**src/rtl/core/psched_pkg.sv**
```systemverilog
// Shared types and constants for the priority thread scheduler.
// No dependencies; used by psched_cell and the top level.
package psched_pkg;

    localparam int DEF_NUM_THREADS = 8;
    localparam int DEF_NUM_SEMS    = 8;

    localparam int PRIO_W    = 8;
    localparam int PRIO_REGS = 8;
    localparam int CFG_IDX_W = 4;
    localparam int SLEEP_W   = 32;
    localparam int SEM_W     = 16;
    localparam int SID_W     = 3;
    localparam int REQ_W     = 3;
    localparam int RUN_W     = 3;
    localparam int THR_ID_W  = 5;   // covers up to 32 threads
    localparam int IN_W      = 56;  // 51 payload bits padded to bytes
    localparam int OUT_W     = 24;  // 22 payload bits padded to bytes

    localparam logic [PRIO_W-1:0]       PRIO_NONE = 8'd255;
    localparam logic signed [SEM_W-1:0] SEM_MAX   = 16'sh7FFF;
    localparam logic signed [SEM_W-1:0] SEM_MIN   = 16'sh8000;

    typedef enum logic [REQ_W-1:0] {
        REQ_TICK   = 3'd0,
        REQ_SCHED  = 3'd1,
        REQ_SLEEP  = 3'd2,
        REQ_WAIT   = 3'd3,
        REQ_SIGNAL = 3'd4,
        REQ_INIT   = 3'd5
    } t_req;

    typedef enum logic [2:0] {
        CELL_NOP,
        CELL_TICK,
        CELL_SLEEP,
        CELL_BLOCK,
        CELL_WAKE
    } t_cell_op;

    // Broadcast update to all thread cells.
    typedef struct packed {
        t_cell_op              op;
        logic [THR_ID_W-1:0]   tgt;
        logic [SLEEP_W-1:0]    sleep_val;
        logic [SID_W-1:0]      sid;
    } t_cell_cmd;

    // Scan context held steady while the chain settles.
    typedef struct packed {
        logic                  wake_mode;  // 1: find blocked thread for signal
        logic [THR_ID_W-1:0]   cur;
        logic [SID_W-1:0]      sid;
    } t_scan_ctl;

    // Best candidate so far, passed cell to cell.
    typedef struct packed {
        logic                  found;
        logic [PRIO_W-1:0]     prio;
        logic [THR_ID_W-1:0]   hops;
        logic [THR_ID_W-1:0]   idx;
    } t_scan;

endpackage

```
**src/rtl/core/psched_cell.sv**
```systemverilog
// One thread cell: sleep counter, block mark, priority and one scan stage.
// Depends on psched_pkg.
module psched_cell #(
    parameter int NUM_THREADS = psched_pkg::DEF_NUM_THREADS,
    parameter int IDX         = 0
) (
    input  logic                              i_clk,
    input  logic                              i_rst_n,
    input  logic                              i_cfg_we,
    input  logic [psched_pkg::CFG_IDX_W-1:0]  i_cfg_idx,
    input  logic [psched_pkg::PRIO_W-1:0]     i_cfg_wdata,
    input  psched_pkg::t_cell_cmd             i_cmd,
    input  psched_pkg::t_scan_ctl             i_ctl,
    input  psched_pkg::t_scan                 i_scan,
    output psched_pkg::t_scan                 o_scan
);
    import psched_pkg::*;

    localparam int DW = THR_ID_W + 1;
    localparam logic [THR_ID_W-1:0] MY_ID = THR_ID_W'(IDX);

    logic [SLEEP_W-1:0]  r_sleep;
    logic                r_blk;
    logic [SID_W-1:0]    r_blk_sid;
    t_scan               r_scan;
    t_scan               n_scan;
    logic [PRIO_W-1:0]   w_prio;
    logic [DW-1:0]       w_tmp;
    logic [THR_ID_W-1:0] w_dist;
    logic [PRIO_W-1:0]   w_key;
    logic                w_elig;
    logic                w_better;
    logic                w_hit;

    // Only the first PRIO_REGS threads have a priority register; the rest run at 0.
    generate
        if (IDX < PRIO_REGS) begin : g_prio
            logic [PRIO_W-1:0] r_prio;
            always_ff @(posedge i_clk) begin
                if (!i_rst_n) begin
                    r_prio <= '0;
                end else if (i_cfg_we && i_cfg_idx == CFG_IDX_W'(IDX)) begin
                    r_prio <= i_cfg_wdata;
                end
            end
            assign w_prio = r_prio;
        end else begin : g_noprio
            assign w_prio = '0;
        end
    endgenerate

    // Ring distance from the thread after the running one.
    always_comb begin
        w_tmp  = DW'(IDX + NUM_THREADS - 1) - {1'b0, i_ctl.cur};
        w_dist = (w_tmp >= DW'(NUM_THREADS)) ? THR_ID_W'(w_tmp - DW'(NUM_THREADS))
                                              : THR_ID_W'(w_tmp);
        w_elig = i_ctl.wake_mode ? (r_blk && r_blk_sid == i_ctl.sid)
                                 : (w_prio != PRIO_NONE && !r_blk && r_sleep == '0);
        w_key  = i_ctl.wake_mode ? '0 : w_prio;
        w_better = w_elig && (!i_scan.found || w_key < i_scan.prio
                   || (w_key == i_scan.prio && w_dist < i_scan.hops));
        n_scan = i_scan;
        if (w_better) begin
            n_scan.found = 1'b1;
            n_scan.prio  = w_key;
            n_scan.hops  = w_dist;
            n_scan.idx   = MY_ID;
        end
        w_hit = (i_cmd.tgt == MY_ID);
    end

    always_ff @(posedge i_clk) begin
        if (!i_rst_n) begin
            r_sleep   <= '0;
            r_blk     <= 1'b0;
            r_blk_sid <= '0;
            r_scan    <= '0;
        end else begin
            r_scan <= n_scan;
            unique case (i_cmd.op)
                CELL_NOP: ;
                CELL_TICK: begin
                    if (r_sleep != '0) r_sleep <= r_sleep - SLEEP_W'(1);
                end
                CELL_SLEEP: begin
                    if (w_hit) r_sleep <= i_cmd.sleep_val;
                end
                CELL_BLOCK: begin
                    if (w_hit) begin
                        r_blk     <= 1'b1;
                        r_blk_sid <= i_cmd.sid;
                    end
                end
                CELL_WAKE: begin
                    if (w_hit) r_blk <= 1'b0;
                end
                default: ;
            endcase
        end
    end

    assign o_scan = r_scan;

endmodule

```
**src/rtl/core/priority_thread_scheduler.sv**
```systemverilog
// Schedule and signal: after the request is accepted, the scan ripples down the cell
// chain in the scan state, and the result is registered at commit. Other requests go
// straight to commit. Commit waits while the result register holds an undrained result.
// One request in flight: the next request is taken only once the result is committed.
// Synchronous active-low reset clears all thread, semaphore and priority state.
// Depends on psched_pkg and psched_cell.
module priority_thread_scheduler #(
    parameter int NUM_THREADS    = psched_pkg::DEF_NUM_THREADS,
    parameter int NUM_SEMAPHORES = psched_pkg::DEF_NUM_SEMS
) (
    input  logic                              i_clk,
    input  logic                              i_rst_n,
    // configuration: priority registers 0..7
    input  logic                              i_cfg_we,
    input  logic [psched_pkg::CFG_IDX_W-1:0]  i_cfg_idx,
    input  logic [psched_pkg::PRIO_W-1:0]     i_cfg_wdata,
    // request channel
    input  logic                              s_axis_tvalid,
    output logic                              s_axis_tready,
    // tdata: sleep_ms[31:0], sem_id[34:32], init_value[50:35], zero pad
    input  logic [psched_pkg::IN_W-1:0]       s_axis_tdata,
    // tuser: req_type[2:0]
    input  logic [psched_pkg::REQ_W-1:0]      s_axis_tuser,
    // result channel
    output logic                              m_axis_tvalid,
    input  logic                              m_axis_tready,
    // tdata: running_thread[2:0], none_ready[3], must_suspend[4],
    //        sem_count[20:5], signal_miss[21], zero pad
    output logic [psched_pkg::OUT_W-1:0]      m_axis_tdata
);
    import psched_pkg::*;

    localparam int TW     = $clog2(NUM_THREADS);
    localparam int SEM_D  = (NUM_SEMAPHORES < 8) ? NUM_SEMAPHORES : 8;  // 3-bit sem_id reaches 7
    localparam int SEM_AW = (SEM_D > 1) ? $clog2(SEM_D) : 1;

    typedef enum logic [1:0] {
        ST_IDLE,
        ST_SCAN,
        ST_EXEC
    } t_state;

    t_state                   r_state, n_state;
    logic [TW-1:0]            r_cnt, n_cnt;
    logic [TW-1:0]            r_cur, n_cur;
    t_req                     r_req;
    logic [SLEEP_W-1:0]       r_sleep_ms;
    logic [SID_W-1:0]         r_sid;
    logic signed [SEM_W-1:0]  r_ival;
    logic signed [SEM_W-1:0]  r_sem [SEM_D];
    logic                     r_out_valid, n_out_valid;
    logic [OUT_W-1:0]         r_out_data, n_out_data;

    logic                     w_accept;
    logic                     w_go;
    logic                     w_sem_ok;
    logic [SEM_AW-1:0]        w_sem_idx;
    logic signed [SEM_W-1:0]  w_sem_rd;
    logic signed [SEM_W-1:0]  w_new_cnt;
    logic                     w_sem_we;
    logic signed [SEM_W-1:0]  w_rep_cnt;
    logic                     w_none, w_susp, w_miss;
    t_cell_cmd                w_cmd;
    t_scan_ctl                w_ctl;
    t_scan                    w_scan [NUM_THREADS+1];

    assign s_axis_tready = (r_state == ST_IDLE);
    assign w_accept      = s_axis_tvalid && s_axis_tready;
    assign m_axis_tvalid = r_out_valid;
    assign m_axis_tdata  = r_out_data;

    // Commit only when the output register is free or being drained.
    assign w_go = (r_state == ST_EXEC) && (!r_out_valid || m_axis_tready);

    // Semaphore table read; ids past the table report nothing.
    assign w_sem_ok  = (int'(r_sid) < SEM_D);
    assign w_sem_idx = r_sid[SEM_AW-1:0];
    assign w_sem_rd  = w_sem_ok ? r_sem[w_sem_idx] : '0;

    // Scan context stays fixed from the first scan cycle through commit.
    always_comb begin
        w_ctl.wake_mode = (r_req == REQ_SIGNAL);
        w_ctl.cur       = THR_ID_W'(r_cur);
        w_ctl.sid       = r_sid;
    end

    // Cell chain: each stage keeps the better of its own thread and its neighbor's pick.
    assign w_scan[0] = '0;
    generate
        for (genvar g = 0; g < NUM_THREADS; g++) begin : g_cell
            psched_cell #(
                .NUM_THREADS (NUM_THREADS),
                .IDX         (g)
            ) u_cell (
                .i_clk       (i_clk),
                .i_rst_n     (i_rst_n),
                .i_cfg_we    (i_cfg_we),
                .i_cfg_idx   (i_cfg_idx),
                .i_cfg_wdata (i_cfg_wdata),
                .i_cmd       (w_cmd),
                .i_ctl       (w_ctl),
                .i_scan      (w_scan[g]),
                .o_scan      (w_scan[g+1])
            );
        end
    endgenerate

    // Request decode at commit.
    always_comb begin
        w_cmd.op        = CELL_NOP;
        w_cmd.tgt       = THR_ID_W'(r_cur);
        w_cmd.sleep_val = r_sleep_ms;
        w_cmd.sid       = r_sid;
        w_new_cnt       = w_sem_rd;
        w_sem_we        = 1'b0;
        w_rep_cnt       = '0;
        w_none          = 1'b0;
        w_susp          = 1'b0;
        w_miss          = 1'b0;
        n_cur           = r_cur;
        unique case (r_req)
            REQ_TICK: begin
                w_cmd.op = CELL_TICK;
            end
            REQ_SCHED: begin
                if (w_scan[NUM_THREADS].found) begin
                    n_cur = TW'(w_scan[NUM_THREADS].idx);
                end else begin
                    w_none = 1'b1;
                end
            end
            REQ_SLEEP: begin
                w_cmd.op = CELL_SLEEP;
                w_susp   = 1'b1;
            end
            REQ_WAIT: begin
                if (w_sem_ok) begin
                    // saturate at the most negative count; thread still blocks
                    w_new_cnt = (w_sem_rd == SEM_MIN) ? w_sem_rd : w_sem_rd - SEM_W'(1);
                    w_sem_we  = 1'b1;
                    w_rep_cnt = w_new_cnt;
                    if (w_new_cnt[SEM_W-1]) begin
                        w_cmd.op = CELL_BLOCK;
                        w_susp   = 1'b1;
                    end
                end
            end
            REQ_SIGNAL: begin
                if (w_sem_ok) begin
                    w_new_cnt = (w_sem_rd == SEM_MAX) ? w_sem_rd : w_sem_rd + SEM_W'(1);
                    w_sem_we  = 1'b1;
                    w_rep_cnt = w_new_cnt;
                    if (w_new_cnt[SEM_W-1] || w_new_cnt == '0) begin
                        if (w_scan[NUM_THREADS].found) begin
                            w_cmd.op  = CELL_WAKE;
                            w_cmd.tgt = w_scan[NUM_THREADS].idx;
                        end else begin
                            w_miss = 1'b1;
                        end
                    end
                end
            end
            REQ_INIT: begin
                if (w_sem_ok) begin
                    w_new_cnt = r_ival;
                    w_sem_we  = 1'b1;
                    w_rep_cnt = r_ival;
                end
            end
            default: ;  // unused codes leave everything alone
        endcase
        if (!w_go) begin
            w_cmd.op = CELL_NOP;
        end
    end

    // Next-state logic.
    always_comb begin
        n_state     = r_state;
        n_cnt       = r_cnt;
        n_out_valid = r_out_valid && !m_axis_tready;
        n_out_data  = r_out_data;
        unique case (r_state)
            ST_IDLE: begin
                if (w_accept) begin
                    n_cnt = '0;
                    if (t_req'(s_axis_tuser) == REQ_SCHED
                        || t_req'(s_axis_tuser) == REQ_SIGNAL) begin
                        n_state = ST_SCAN;
                    end else begin
                        n_state = ST_EXEC;
                    end
                end
            end
            ST_SCAN: begin
                n_cnt = r_cnt + TW'(1);
                if (r_cnt == TW'(NUM_THREADS - 1)) begin
                    n_state = ST_EXEC;
                end
            end
            ST_EXEC: begin
                if (w_go) begin
                    n_state     = ST_IDLE;
                    n_out_valid = 1'b1;
                    n_out_data  = {2'b00, w_miss, w_rep_cnt, w_susp, w_none, RUN_W'(n_cur)};
                end
            end
            default: n_state = ST_IDLE;
        endcase
    end

    always_ff @(posedge i_clk) begin
        if (!i_rst_n) begin
            r_state     <= ST_IDLE;
            r_cnt       <= '0;
            r_cur       <= '0;
            r_out_valid <= 1'b0;
            for (int k = 0; k < SEM_D; k++) begin
                r_sem[k] <= '0;
            end
        end else begin
            r_state     <= n_state;
            r_cnt       <= n_cnt;
            r_out_valid <= n_out_valid;
            if (w_go) begin
                r_cur <= n_cur;
                if (w_sem_we) r_sem[w_sem_idx] <= w_new_cnt;
            end
        end
        // request payload and result data need no reset
        r_out_data <= n_out_data;
        if (w_accept) begin
            r_req      <= t_req'(s_axis_tuser);
            r_sleep_ms <= s_axis_tdata[31:0];
            r_sid      <= s_axis_tdata[34:32];
            r_ival     <= s_axis_tdata[50:35];
        end
    end

endmodule

```
**config.mk**
```make
export PLATFORM = sky130hd
export DESIGN_NAME = priority_thread_scheduler
export DESIGN_NICKNAME = d
export VERILOG_FILES = /design/src/rtl/core/psched_pkg.sv /design/src/rtl/core/psched_cell.sv /design/src/rtl/core/priority_thread_scheduler.sv
export SDC_FILE = /design/constraint.sdc
export NUM_CORES = 2
export LEC_CHECK = 0
export BUFFER_PORTS_ARGS = -buffer_cell sky130_fd_sc_hd__clkbuf_2
export CAP_MARGIN = 20
export CORE_AREA = 2 2 292 222
export CTS_BUF_LIST = sky130_fd_sc_hd__clkbuf_4 sky130_fd_sc_hd__clkbuf_8 sky130_fd_sc_hd__clkbuf_16
export DETAILED_ROUTE_END_ITERATION = 10
export DIE_AREA = 0 0 294 224
export GPL_TIMING_DRIVEN = 0
export PLACE_DENSITY = 0.71
export SETUP_SLACK_MARGIN = 0.3
export SYNTH_ARGS = -nofsm -noshare
export SYNTH_HDL_FRONTEND = slang
export SYNTH_SLANG_ARGS = --single-unit
```
**constraint.sdc**
```tcl
create_clock -name i_clk -period 11 [get_ports i_clk]
set_input_delay 0.55 -clock i_clk [delete_from_list [all_inputs] [get_ports i_clk]]
set_output_delay 0.55 -clock i_clk [all_outputs]
set_load 0.02 [all_outputs]
```
# After elaboration in Yosys (flattened, before gate mapping)
# Memory sizes are Yosys's and may differ from the RTL's. A register that Yosys moved wholly into a read port is not among the register bits.
# Index checks and enable logic that the tools add are counted.
dict set report totals {
  mem_count 1
  ramBits 128
  output_inout_bits 26
  latch_bits 0
  romBits 0
  ff_bits 576
  input_bits 76
}
dict set report op_classes {
  shift 0
  mux 114
  bitwise_logic 2
  n_mul 0
  reduce_logical 146
  div_mod_pow 0
  n_addsub 27
  order_cmp 22
  eq_ne 88
}
# memory depth width rd rd_clocked_by_memory_dff wr line_no
set mem_list {}
lappend mem_list {r_sem 8 16 1 1 8 priority_thread_scheduler.sv:50} ;# logic signed [SEM_W-1:0] r_sem [SEM_D];
# operator count
set op_table {}
lappend op_table {{$mux 32} 16}
lappend op_table {{$pmux 32 s2} 8}
lappend op_table {{$logic_not 32->1} 8}
lappend op_table {{$reduce_bool 32->1} 8}
lappend op_table {{$sub 32x1->32 const B} 8}
lappend op_table {{$mux 19} 8}
lappend op_table {{$pmux 16 s3} 2}
lappend op_table {{$mux 8} 10}
lappend op_table {{$ne 2x1->1 const B} 33}
lappend op_table {{$ne 8x8->1 const B} 8}
lappend op_table {{$eq 8x8->1} 7}
lappend op_table {{$lt 8x8->1} 7}
lappend op_table {{$reduce_and 3->1} 17}
lappend op_table {{$logic_and 1x1->1} 49}
lappend op_table {{$ge 6x4->1 const B} 8}
lappend op_table {{$mux 16} 3}
lappend op_table {{$mux 5} 9}
lappend op_table {{$sub 5x4->5 const B} 8}
lappend op_table {{$lt 5x5->1} 7}
lappend op_table {{$mux 1} 35}
lappend op_table {{$sub 4x3->5 const A} 7}
lappend op_table {{$eq 16x16->1 const B} 2}
lappend op_table {{$eq 3x3->1} 8}
lappend op_table {{$reduce_and 2->1} 12}
lappend op_table {{other kinds (34)} 111}

# Depth between registers and ports, before layout
dict set report logic_depth {
  word_depth 10
  ltp_mapped 21
  depth_no_buf 15
}

# Hierarchy
# From an unflattened synthesis, not the netlist that was laid out.
dict set report unflattened {
  cells_unflattened 4583
  hier_area_um2 40341.2
}
# mod area_per_inst_um2 n_inst cells_per_inst seq_area_each_um2
set by_module_without_submodules {}
lappend by_module_without_submodules {priority_thread_scheduler 10074.7 1 718 6366.1}
lappend by_module_without_submodules {{psched_cell at g_cell[1].u_cell} 3907.5 1 488 1261.2}
lappend by_module_without_submodules {{psched_cell at g_cell[3].u_cell} 3887.5 1 489 1261.2}
lappend by_module_without_submodules {{psched_cell at g_cell[2].u_cell} 3819.9 1 480 1261.2}
lappend by_module_without_submodules {{psched_cell at g_cell[5].u_cell} 3762.4 1 481 1261.2}
lappend by_module_without_submodules {{psched_cell at g_cell[6].u_cell} 3754.9 1 481 1261.2}
lappend by_module_without_submodules {{psched_cell at g_cell[7].u_cell} 3753.6 1 484 1261.2}
lappend by_module_without_submodules {{psched_cell at g_cell[4].u_cell} 3704.8 1 487 1261.2}
lappend by_module_without_submodules {{psched_cell at g_cell[0].u_cell} 3676.0 1 475 1261.2}

# Worst setup path before layout
# No wires, ideal clock.
dict set report synth_path {
  kind {reg-to-reg}
  from {reg (tool-made name)}
  to {reg g_cell[5].u_cell.r_sleep[28]}
  path_buffers 4
  period_less_slack_ns 4.245
  t_arrival_ns 4.122
  t_required_ns 10.877
  slack_ns 6.755
  path_stages_with_launch 18
  path_cell_list {dfxtp_1 > buf_6 > buf_12 > mux4_2 > mux2i_2 > inv_1 > ha_1 > and3_1 > and3_1 > clkbuf_1 > a31o_2 > a22oi_2 > nand4_2 > o21ai_4 > mux2_4 > o21ai_2 > buf_2 > o22ai_1}
}
# item line_no
set synth_rtl {}
lappend synth_rtl {{end signal: assignment} psched_cell.sv:83} ;# if (r_sleep != '0) r_sleep <= r_sleep - SLEEP_W'(1);
lappend synth_rtl {{end signal: assignment} psched_cell.sv:86} ;# if (w_hit) r_sleep <= i_cmd.sleep_val;
lappend synth_rtl {{end: declaration} psched_cell.sv:22} ;# logic [SLEEP_W-1:0] r_sleep;

# Worst setup path in the final report
dict set report layout_path {
  from {reg r_req[0]}
  to {reg g_cell[6].u_cell.r_scan, in the netlist g_cell[6].u_cell.o_scan[16]}
}
dict set report layout_via {
  elab_chain_cells 7
  word_cells_on_any_way 10
  classes_between {order compare: 1; eq/ne: 2; mux: 3; reduce/logical: 4}
}
# item line_no
set layout_lines {}
lappend layout_lines {{start: declaration} priority_thread_scheduler.sv:46} ;# t_req r_req;
lappend layout_lines {{start signal: assignment} priority_thread_scheduler.sv:233} ;# r_req <= t_req'(s_axis_tuser);
lappend layout_lines {{$eq 3x3->1 (*)} priority_thread_scheduler.sv:82} ;# w_ctl.wake_mode = (r_req == REQ_SIGNAL);
lappend layout_lines {{$mux 8} psched_cell.sv:59} ;# w_key = i_ctl.wake_mode ? '0 : w_prio;
lappend layout_lines {{$lt 8x8->1 / $eq 8x8->1 (equally long branches)} {psched_cell.sv:60, psched_cell.sv:61}}
lappend layout_lines {{$logic_or 1x1->1 / $logic_and 1x1->1 (equally long branches)} {psched_cell.sv:60, psched_cell.sv:61}}
lappend layout_lines {{$logic_or 1x1->1} psched_cell.sv:61} ;# || (w_key == i_scan.prio && w_dist < i_scan.hops));
lappend layout_lines {{$logic_and 1x1->1} psched_cell.sv:60} ;# w_better = w_elig && (!i_scan.found || w_key < i_scan.prio
lappend layout_lines {{$mux 19 (*)} psched_cell.sv:63} ;# if (w_better) begin
lappend layout_lines {{end signal: assignment} psched_cell.sv:79} ;# r_scan <= n_scan;
lappend layout_lines {{end: declaration} psched_cell.sv:25} ;# t_scan r_scan;
# Mark *: on every way between the ends. The rest lies on a longest branch, timed or not.
# A chain may end at the register's enable or synchronous reset.

==> results.txt <==
----------------------------------------------------
[Outcome]
  Run status ... finished clean

[CTS]
  Longest Clk Path Bufs ... 3
  Root buf cell ... sky130_fd_sc_hd__clkbuf_16
  Post-CTS clock slew at the launch and capture registers of the worst setup and hold paths ... ~0.060 ns
  TritonCTS clock tree ... built
  Latest clock arrival within the worst-skew pair ... 0.65 ns
  Total CTS buffers ... 71
  CTS H-Tree Depth ... 3
  Quantity of hold-fixing buffers added after cts ... 0
  Number of cells upsized or downsized after cts ... 0
  Setup bufs post-CTS ... 0
  TritonCTS Sinks ... 680

[Global routing]
  Largest net degree at the start of global routing ... 54
  Grt total ovfl ... 0
  Global-route wire length before repair ... 192000 um
  Via count of the first global-routing pass ... ~29000
  Initial antenna violation count ... 5
  All-layer global routing usage ... 39.2%

[Timing]
  Fin crit period ... ~6.6 ns
  Least-Margin Pin Slew ... roughly 1.4 ns
  Number of hold violations in the final report ... 0
  Headroom to the max-slew limit ... 8.60%
  Unrepaired setup endpoints after global routing ... no
  Worst Slack Setup Final ... 4.37 ns
  Clock Skews ... 0.0256 ns
  Highest clock rate ... 151 MHz
  Setup TNS ... 0 ns
  Number of setup violations in the final report ... 0
  Final number of max-transition violations ... 0
  Final cycle utilization of the critical path ... ~60%

[Synth]
  Synth top area share ... 27.8%
  Mean post-synth cell area ... 9.02 um^2
  Share of flip-flops with an asynchronous set or reset after synthesis ... 0%
  Netlist cell types ... between 90 and 100
  Post-synth EDFFs ... 204
  Cell count after synthesis ... roughly 3800
  Netlist area before placement ... ~34000 um^2
  Largest area contributor in the netlist ... sky130_fd_sc_hd__dfxtp_1
  Top flip-flop cell by instance count after synthesis ... sky130_fd_sc_hd__dfxtp_1
  FF+latch count, synth ... 680
  Top post-synthesis cells by area ... sky130_fd_sc_hd__dfxtp_1 28%, sky130_fd_sc_hd__edfxtp_1 18%, sky130_fd_sc_hd__nor2_1 5.9%, sky130_fd_sc_hd__mux2i_1 4.3%, sky130_fd_sc_hd__o21ai_0 3.6%
  Proportion of synthesized chip area in sequential cells ... 45.6%
  Count of yosys warnings during synthesis ... 0

[Setup path]
  Worst-path fanout max ... 10
  Endpoint of the worst-slack reg-to-reg timing path ... g_cell[6].u_cell.o_scan[16]
  CP endpoint kind ... register
  CP Class ... register to register
  Arrival time reported for the critical path endpoint ... a little over 7 ns
  Required time of the worst setup path ... 11.48 ns
  Flop2flop setup slack ... 4.37 ns
  Crit path launch type ... register
  Launching element of the worst setup path ... r_req[0]
  Number of cell instances on the worst register-to-register path ... 16
  CP Capture Point ... g_cell[6].u_cell.o_scan[16]
  Startpoint of the worst register-to-register path ... r_req[0]

[Die]
  Die Wd ... 294 um
  Num rows ... 80
  Core box area ... 63000 um^2
  Initial Util ... 54.5%
  Height of the die ... between 200 and 250 um
  Area of the die ... 65900 um^2
  I/O pin cnt ... approximately 100

[Drt]
  Detailed-route vias per instance ... between 6 and 7
  Number of design rule violations left after detail routing ... 0
  Detail-routed net length per standard cell ... about 27 um
  Drt first-iter violations ... 5184
  Total vias in the final route ... 32627
  Number of nets with antenna violations after detailed routing ... 0
  Post-detailed-routing wire length ... 132000 um
  Pre-Repair DR Iteration Count ... 9

[Final layout]
  Core utilization of the finished layout ... 61.2%
  Fraction of layout instances using a drive strength above 1 ... 9.79%
  P&R area growth vs syn ... 12.3%
  Final std cell area, no fill ... 38500 um^2
  Filler cells ... approximately 5500
  Layout net count ... between 4000 and 5000

[Placement]
  Hpwl dp ... 93600 um
  Final GP Congestion ... approximately 1.1
  Placement-stage worst setup slack ... 4.69 ns
  Port-buffer cells ... 85
  Placement Cell Area ... 35900 um^2

[Flow run]
  Max Cap Violations ... 0

[Pwr]
  Max VDD drop ... 0.000128 V
  Power density of the placed cells ... 176 nW/um^2
  Leakage power of the design ... 14.7 nW

[Min path]
  Hold WC Path Type ... primary input to register

----------------------------------------------------
==> metal layers <==
metal,up-vias,routed length (um),global-route usage (%)
met5,-,71,0
met4,10,5650,14.6
met3,397,20600,13.9
met2,2371,50000,51.6
met1,15505,55200,58.0
li1,14344,-,-
==> logic make-up after synthesis <==
| group | synth area share [%] |
|---|---|
| AO/OA/AOI/OAI | 19.1 |
| XOR/XNOR | 1.25 |
| adder cells (fa/ha/maj) | 3.35 |
| buffers and inverters | 4.46 |
| flip-flops | 45.6 |
| multiplexers | 7.05 |
| other | 0.0109 |
| AND/OR/NAND/NOR | 19.2 |
==> registers in the layout (all words and copies together), names as in the netlist, named ones only <==
name and flops:
g_cell.u_cell.r_sleep 256, r_sem 128, g_cell.u_cell.o_scan 110, g_cell.u_cell.g_prio.r_prio 64, r_sleep_ms 32, g_cell.u_cell.r_blk_sid 24
m_axis_tdata 22, r_ival 16, g_cell.u_cell.r_blk 8, r_cnt 3, r_cur 3, r_req 3
r_sid 3, r_state 2, m_axis_tvalid 1
==> per-stage QoR <==
stage                     total power, mW  std cells  hold slack (ns)
after floorplan                      3.75       3814            0.394
after global placement               4.16       4719            0.412
after detailed placement             4.16       4724            0.410
after CTS                            6.72       4854           0.0620
after global routing                 6.99       4863           0.0688
final                                6.79       4864           0.0777
==> cells in the mapped netlist, types with 32 or more instances <==
cell,number
sky130_fd_sc_hd__nor2_1,542
sky130_fd_sc_hd__dfxtp_1,476
sky130_fd_sc_hd__o21ai_0,249
sky130_fd_sc_hd__nand2_1,236
sky130_fd_sc_hd__a21oi_1,225
sky130_fd_sc_hd__edfxtp_1,204
sky130_fd_sc_hd__clkbuf_1,156
sky130_fd_sc_hd__inv_1,148
sky130_fd_sc_hd__mux2i_1,146
sky130_fd_sc_hd__nor3_1,132
sky130_fd_sc_hd__o22ai_1,124
sky130_fd_sc_hd__a31oi_1,104
sky130_fd_sc_hd__and2_1,99
sky130_fd_sc_hd__ha_1,92
sky130_fd_sc_hd__nand3_1,80
sky130_fd_sc_hd__o31ai_1,54
sky130_fd_sc_hd__or3_1,49
sky130_fd_sc_hd__nor4_1,45
sky130_fd_sc_hd__nand4_1,44
sky130_fd_sc_hd__nand2b_1,36
sky130_fd_sc_hd__o41ai_1,32
==> placed cells by master (no fill, tap or decap), types with 36 or more instances in the layout <==
cell	count
sky130_fd_sc_hd__nor2_1	542
sky130_fd_sc_hd__dfxtp_1	476
sky130_fd_sc_hd__o21ai_0	249
sky130_fd_sc_hd__nand2_1	236
sky130_fd_sc_hd__a21oi_1	225
sky130_fd_sc_hd__edfxtp_1	204
sky130_fd_sc_hd__clkbuf_1	155
sky130_fd_sc_hd__inv_1	148
sky130_fd_sc_hd__mux2i_1	146
sky130_fd_sc_hd__nor3_1	131
sky130_fd_sc_hd__o22ai_1	124
sky130_fd_sc_hd__a31oi_1	104
sky130_fd_sc_hd__and2_1	99
sky130_fd_sc_hd__ha_1	92
sky130_fd_sc_hd__clkbuf_2	85
sky130_fd_sc_hd__nand3_1	80
sky130_fd_sc_hd__clkbuf_16	73
sky130_fd_sc_hd__o31ai_1	54
sky130_fd_sc_hd__or3_1	49
sky130_fd_sc_hd__nor4_1	45
sky130_fd_sc_hd__nand4_1	44
sky130_fd_sc_hd__nand2b_1	36
==> report_power, final <==
part | switching (mW) | internal (mW) | total [mW] | leakage (nW)
clock network | 1.09 | 1.52 | 2.61 | 1.25
logic | 0.926 | 0.471 | 1.40 | 7.57
registers | 0.0839 | 2.70 | 2.78 | 5.90
total | 2.10 | 4.69 | 6.79 | 14.7
==> worst min-delay path by stage <==
stage | startpoint | endpoint | slack [ns] | cells past startpoint
global route | s_axis_tdata[46] | r_ival[11] | 0.07 | 1
finish | s_axis_tdata[46] | r_ival[11] | 0.08 | 1
detailed placement | g_cell[1].u_cell.o_scan[0] | g_cell[2].u_cell.o_scan[0] | 0.41 | 2
CTS | s_axis_tdata[46] | r_ival[11] | 0.06 | 1
global placement | g_cell[5].u_cell.o_scan[0] | g_cell[6].u_cell.o_scan[0] | 0.41 | 1
floorplan | g_cell[1].u_cell.o_scan[0] | g_cell[2].u_cell.o_scan[0] | 0.39 | 2
==> area by class of cell <==
cell class	instances	area (um^2)	area share [%]
inverter	150	563	1.46
clock inverter	29	374	0.971
timing repair buffer	99	643	1.67
buffer	223	971	2.52
sequential	680	15700	40.6
tap	820	1030	2.66
multi-input combinational	2761	17200	44.6
clock buffer	101	2120	5.50
antenna	1	2.50	0.00650
==> worst max-delay path: stages, from the launching register on <==
cell	delay [ns]
sky130_fd_sc_hd__edfxtp_1	0.32
sky130_fd_sc_hd__clkbuf_1	0.39
sky130_fd_sc_hd__inv_1	0.23
sky130_fd_sc_hd__nand2_1	0.22
sky130_fd_sc_hd__clkbuf_1	0.72
sky130_fd_sc_hd__clkbuf_1	0.73
sky130_fd_sc_hd__clkbuf_1	0.56
sky130_fd_sc_hd__clkbuf_1	0.56
sky130_fd_sc_hd__nand2_1	0.12
sky130_fd_sc_hd__ha_1	0.29
sky130_fd_sc_hd__nand4_1	0.08
sky130_fd_sc_hd__nor4_1	0.37
sky130_fd_sc_hd__o21ai_0	0.16
sky130_fd_sc_hd__a31oi_1	0.83
sky130_fd_sc_hd__clkbuf_1	0.55
sky130_fd_sc_hd__mux2i_1	0.25
sky130_fd_sc_hd__nor2_1	0.07
Note: power is estimated with default switching activity, not from simulation.
